$ cat src/rtl/fse_pkg.sv
// Package: widths, codes and tables for the Fourier series evaluator
`timescale 1ns / 1ps
package fse_pkg;
	localparam int TimeW = 48;
	localparam int PerW = 47;
	localparam int CoefW = 32;
	localparam int CorrW = 34;
	localparam int StatW = 2;
	localparam int CfgIdxW = 3;
	localparam int DefHarmonics = 2;
	localparam int DefPhaseBits = 24;
	localparam int CordicSteps = 16;
	localparam logic [PerW-1:0] PeriodReset = PerW'(65536);

	typedef enum logic [CfgIdxW-1:0] {
		REG_START = 3'd0, REG_END = 3'd1, REG_CHECKS = 3'd2, REG_PERIOD = 3'd3,
		REG_C0 = 3'd4, REG_C1 = 3'd5, REG_S1 = 3'd6
	} cfg_reg_t;

	typedef enum logic [StatW-1:0] {
		ST_OK = 2'd0, ST_BEFORE = 2'd1, ST_AFTER = 2'd2
	} status_t;

	function automatic logic [31:0] atan_turn(input logic [3:0] i);
		logic [31:0] v;
		case (i)
			4'd0: v = 32'd536870912;
			4'd1: v = 32'd316933406;
			4'd2: v = 32'd167458907;
			4'd3: v = 32'd85004756;
			4'd4: v = 32'd42667331;
			4'd5: v = 32'd21354465;
			4'd6: v = 32'd10679838;
			4'd7: v = 32'd5340245;
			4'd8: v = 32'd2670163;
			4'd9: v = 32'd1335087;
			4'd10: v = 32'd667544;
			4'd11: v = 32'd333772;
			4'd12: v = 32'd166886;
			4'd13: v = 32'd83443;
			4'd14: v = 32'd41721;
			default: v = 32'd20861;
		endcase
		return v;
	endfunction
endpackage

$ cat src/rtl/fse_mod_cell.sv
// Modulo cell: one restoring subtract step of r = d mod p
`timescale 1ns / 1ps
module fse_mod_cell import fse_pkg::*; #(
	parameter int SHIFT = 0
) (
	input  logic clk,
	input  logic en,
	input  logic [PerW:0] r_in,
	input  logic [PerW-1:0] p_in,
	output logic [PerW:0] r_q,
	output logic [PerW-1:0] p_q
);
	logic [PerW+SHIFT:0] pw;
	logic [PerW:0] r_nx;
	always_comb begin
		pw = {{(SHIFT+1){1'b0}}, p_in} << SHIFT;
		if ({{SHIFT{1'b0}}, r_in} >= pw)
			r_nx = r_in - pw[PerW:0];
		else
			r_nx = r_in;
	end
	always_ff @(posedge clk) begin
		if (en) begin
			r_q <= r_nx;
			p_q <= p_in;
		end
	end
endmodule

$ cat config.mk
export PLATFORM = sky130hd
export DESIGN_NAME = fse_mod_cell
export DESIGN_NICKNAME = d
export VERILOG_FILES = /design/src/rtl/fse_pkg.sv /design/src/rtl/fse_mod_cell.sv
export SDC_FILE = /design/constraint.sdc
export NUM_CORES = 1
export LEC_CHECK = 0
export BUFFER_PORTS_ARGS = -buffer_cell sky130_fd_sc_hd__buf_2
export CELL_PAD_IN_SITES_DETAIL_PLACEMENT = 1
export CELL_PAD_IN_SITES_GLOBAL_PLACEMENT = 2
export CORE_ASPECT_RATIO = 1.4
export CORE_MARGIN = 2
export CORE_UTILIZATION = 26
export DETAILED_ROUTE_END_ITERATION = 16
export PLACE_DENSITY = 0.78
export SKIP_CTS_REPAIR_TIMING = 1
export SYNTH_ARGS = -nofsm -noshare
export SYNTH_HDL_FRONTEND = slang
export SYNTH_SLANG_ARGS = --single-unit
$ cat constraint.sdc
create_clock -name clk -period 6.13 [get_ports clk]
set_clock_uncertainty 0.2 [all_clocks]
set_input_delay 1.226 -clock clk [delete_from_list [all_inputs] [get_ports clk]]
set_output_delay 1.226 -clock clk [all_outputs]
set_load 0.05 [all_outputs]
# Word-level counts from Yosys, hierarchy flattened
# Cells that the tools add are included.
# Widths: inputs -> output; s select.
# word_totals
in_bits	97
word_cells	5
ff_bits	95
# op_classes
magnitude_cmp	1
add_sub_neg	1
mux	1
# op_table
op	n
$ge 48x47->1	1
$mux 48	1
$sub 48x47->48	1

# Logic depth before layout (Yosys ltp)
# logic_depth
ltp_word	2
ltp_mapped	14
mapped_depth_nobuf	12

# Least setup slack after synthesis
# Ideal clock, no wire load.
# synth_path
path_kind	input -> register
start	input r_in[0]
end	register r_q[10], data pin
slack_ns	2.082
stages	13
t_required_ns	5.670
t_arrival_ns	3.588
setup_time_ns	0.260
path_buffers	2
path_cell_list	inv_1 > ha_1 > fa_1 > nand2b_1 > a21oi_1 > o211ai_1 > o21ai_0 > a21oi_1 > o21ai_1 > o311a_1 > buf_4 > buf_6 > mux2_2
# synth_via
elab_chain_cells	2
word_cells_on_any_way	3
classes_between	1 x add/sub; 1 x order compare; 1 x mux
# synth_rtl
element	line_no	source
start, declared	fse_mod_cell.sv:8	input logic [PerW:0] r_in,
$sub 48x47->48 / $ge 48x47->1 (equally long branches)	fse_mod_cell.sv:18, fse_mod_cell.sv:17	
$mux 48 *	fse_mod_cell.sv:17	if ({{SHIFT{1'b0}}, r_in} >= pw)
via r_nx[10]	fse_mod_cell.sv:14	logic [PerW:0] r_nx;
end signal, assigned	fse_mod_cell.sv:24	r_q <= r_nx;
end, declared	fse_mod_cell.sv:10	output logic [PerW:0] r_q,
# The timed path passes the listed nets; every way through them passes the cells marked *.
# A chain may end at the register's enable or synchronous reset.

# Worst setup path in the final report
# layout_path
start	input r_in[0]
end	register r_q[15], data pin
# Same word-level chain as after synthesis.

==> qor.yml <==
die:
  floorplan.rows: 67
  die_w_um: 135
  ios: 192
  floorplan.initialDensity_pct: 26.3
  die_h_um: 188
  core_um2: 23800
  die_area_um2: 25400
cells_and_area:
  syn2layout_area_growth_pct: 25.6
  drive_gt1_share_pct: 32.6
  nets: 920
route:
  antenna_left: 0
  drtIter0Drc: 205
  drcViolationCount: 0
  viasPerCell: 4.80
  vias: 5232
  first_pass_iters: 4
  wl_per_cell_um: 17.9
  wl_mm: 19.5
global_routing:
  overflow: 0
  grt_max_degree: 69
  antenna_found_initial: 2
  grt_pass1_vias: 5775
  grt_pass1_wl_mm: 30.7
  grt_usage_pct: 15.7
sta:
  timing.final.crit_share_pct: 75.4
  rsz0062_at_grt: "false"
  finalSetupViolCount: 0
  fin_tns_setup_ns: 0
  fmax_mhz: 216
  finalCriticalPeriod_ns: 4.62
  hold_violations: 0
  slew_headroom_pct: 32.5
  tightest_slew_ns: 0.988
  drv_slew: 0
  hold_ws_ns: 0.838
synthesis:
  synth_top_area_share_pct: 45.5
  yosysWarningCount: 0
  syn_nets: 734
  synthTopCellsByArea: "edfxtp_1, ha_1, mux2_2, a21oi_1, xnor2_1"
  ys_ff_latch: 95
  yosysMostFrequentCell: "edfxtp_1"
  syn_inst: 589
  netlist_area_um2: 6260
  synth_area_per_cell_um2: 10.6
  synth.largest_area_cell: "edfxtp_1"
  synth_edf_count: 95
  yosysUniqueCellTypes: 57
  yosys-top-cells-count: "edfxtp_1, inv_1, a21oi_1, ha_1, mux2_2"
  synth_ff_type: "edfxtp_1"
  seq_area_frac_synth_pct: 45.5
  ys_async_sr_fraction_pct: 0
clock_network:
  htreeDepth: 3
  clk_pin_slew_ns: 0.07
  cts.sinks: 95
  cts_tree: "built"
  cts_buffers: 9
  ctsRootBufferMaster: "clkbuf_16"
  clockBufferDepth: 2
worst_setup_path:
  cp_slowest_cell: "o311a_2"
  crit_required_ns: 6.05
  cp_common_cell: "a21oi_1"
  worst_setup_path_end_kind: "flip-flop"
  path_cells: "buf_2, inv_1, ha_1, fa_1, nand2b_1, a21oi_1, o211ai_1, o21ai_0, a21oi_1, o21ai_1, o311a_2, buf_12, mux2_2"
  worst-setup-path-type: "in2reg"
  cp-start-kind: "input port"
  worstPathMaxFanout: 31
  worst-endpoint-arrival_ns: 4.54
  slowest_delay_ns: 0.59
placed_design:
  gp_congestion: 0.789
  io_buffer_count: 191
  dpl.hpwl_mm: 15.7
pwr:
  p_leak_nw: 3.43
  peakVddDrop_mv: 0.145
  power_density_nw_per_um2: 299
run_status:
  status: "finished clean"
job:
  drv_cap: 0
min_path:
  whs_endpoint: "p_q[33]"
  min-delay-start: "p_in[33]"
  whs_path_depth: 1
  hold_class: "in2reg"
-- layout make-up --
class / instances / area [um^2]
Timing Repair Buffer: 193 / 986
Clock inverter: 5 / 106
Clock buffer: 10 / 229
Fill cell: 2759 / 15900
Tap cell: 310 / 388
Antenna cell: 2 / 5.00
Inverter: 61 / 229
Sequential cell: 95 / 2850
Multi-Input combinational cell: 415 / 3070
-- report_power, final --
group | leakage (nW) | switching (W) | internal, W | total [W]
Clock | 0.159 | 0.000271 | 0.000398 | 0.000669
Sequential | 0.930 | 0.0000187 | 0.000818 | 0.000837
Combinational | 2.34 | 0.000582 | 0.000266 | 0.000847
Total | 3.43 | 0.000871 | 0.00148 | 0.00235
-- per-layer routing --
metal / routed length, um / GRT usage [%] / vias to the layer above
li1: - / - / 2537
met5: 0 / 0 / -
met1: 7320 / 16.5 / 2549
met3: 984 / 3.73 / 30
met2: 10800 / 29.8 / 116
met4: 457 / 5.97 / 0
-- how the worst max path moves through the flow --
stage                        from      end  slack (ns)
after CTS                 r_in[0]   r_q[9]        1.41
after global routing      r_in[0]   r_q[9]        1.23
after detailed placement  r_in[0]   r_q[9]        1.03
after global placement    r_in[0]   r_q[3]        1.24
final                     r_in[0]  r_q[15]        1.51
after floorplan           r_in[0]  r_q[10]        2.08
-- cells by family after synthesis --
logic type	share of synthesized area, %
compound gates	15.9
xor+xnor	6.29
fa+ha+maj	9.71
buf+inv	5.47
flops	45.5
mux	7.71
simple gates	9.35
-- cells in the final DEF, fill, tap and decap left out, drive strengths merged, types with 3 or more instances in the layout --
cell type  synthesis  layout
o211ai             5       5
nor3               6       6
nand3              4       4
a21o              13      13
edfxtp            95      95
o21bai             8       8
xnor2             27      27
o21ai             37      37
xor2              18      18
a211oi             3       3
a21oi             57      57
inv               61      62
nand2b             6       6
o41ai              3       3
nor2              29      29
nand4             15      15
nor2b              5       5
o21a              10      10
mux2              42      42
clkbuf             9      10
bufinv             0       3
a31oi              5       5
nand2             37      37
and3               4       4
buf                9     193
a2111oi            3       3
ha                47      47
-- flip-flops by register name, indices dropped and copies added, names as in the netlist --
register / cells
p_q: 47
r_q: 48
-- worst max-delay path, delay by kind of cell --
kind	cells	cell delay (ns)
AOI/OAI and AO/OA	6	1.67
buffers and inverters	3	0.41
muxes	1	0.37
adders and majority gates	2	0.64
and+or+nand+nor	1	0.19
-- through the flow --
step                instances  cell area [um^2]  utilization (%)  worst slack, ns  power [W]
finish                   1091              7870             33.0             1.51    0.00235
global route             1090              7860             33.0             1.23    0.00247
CTS                      1089              7860             33.0             1.41    0.00239
detailed placement       1074              7530             31.6             1.03    0.00171
global placement         1074              7530             31.6             1.24    0.00170
floorplan                 589              6260                -             2.08    0.00148
No activity file was read; power rests on OpenSTA's default activity.
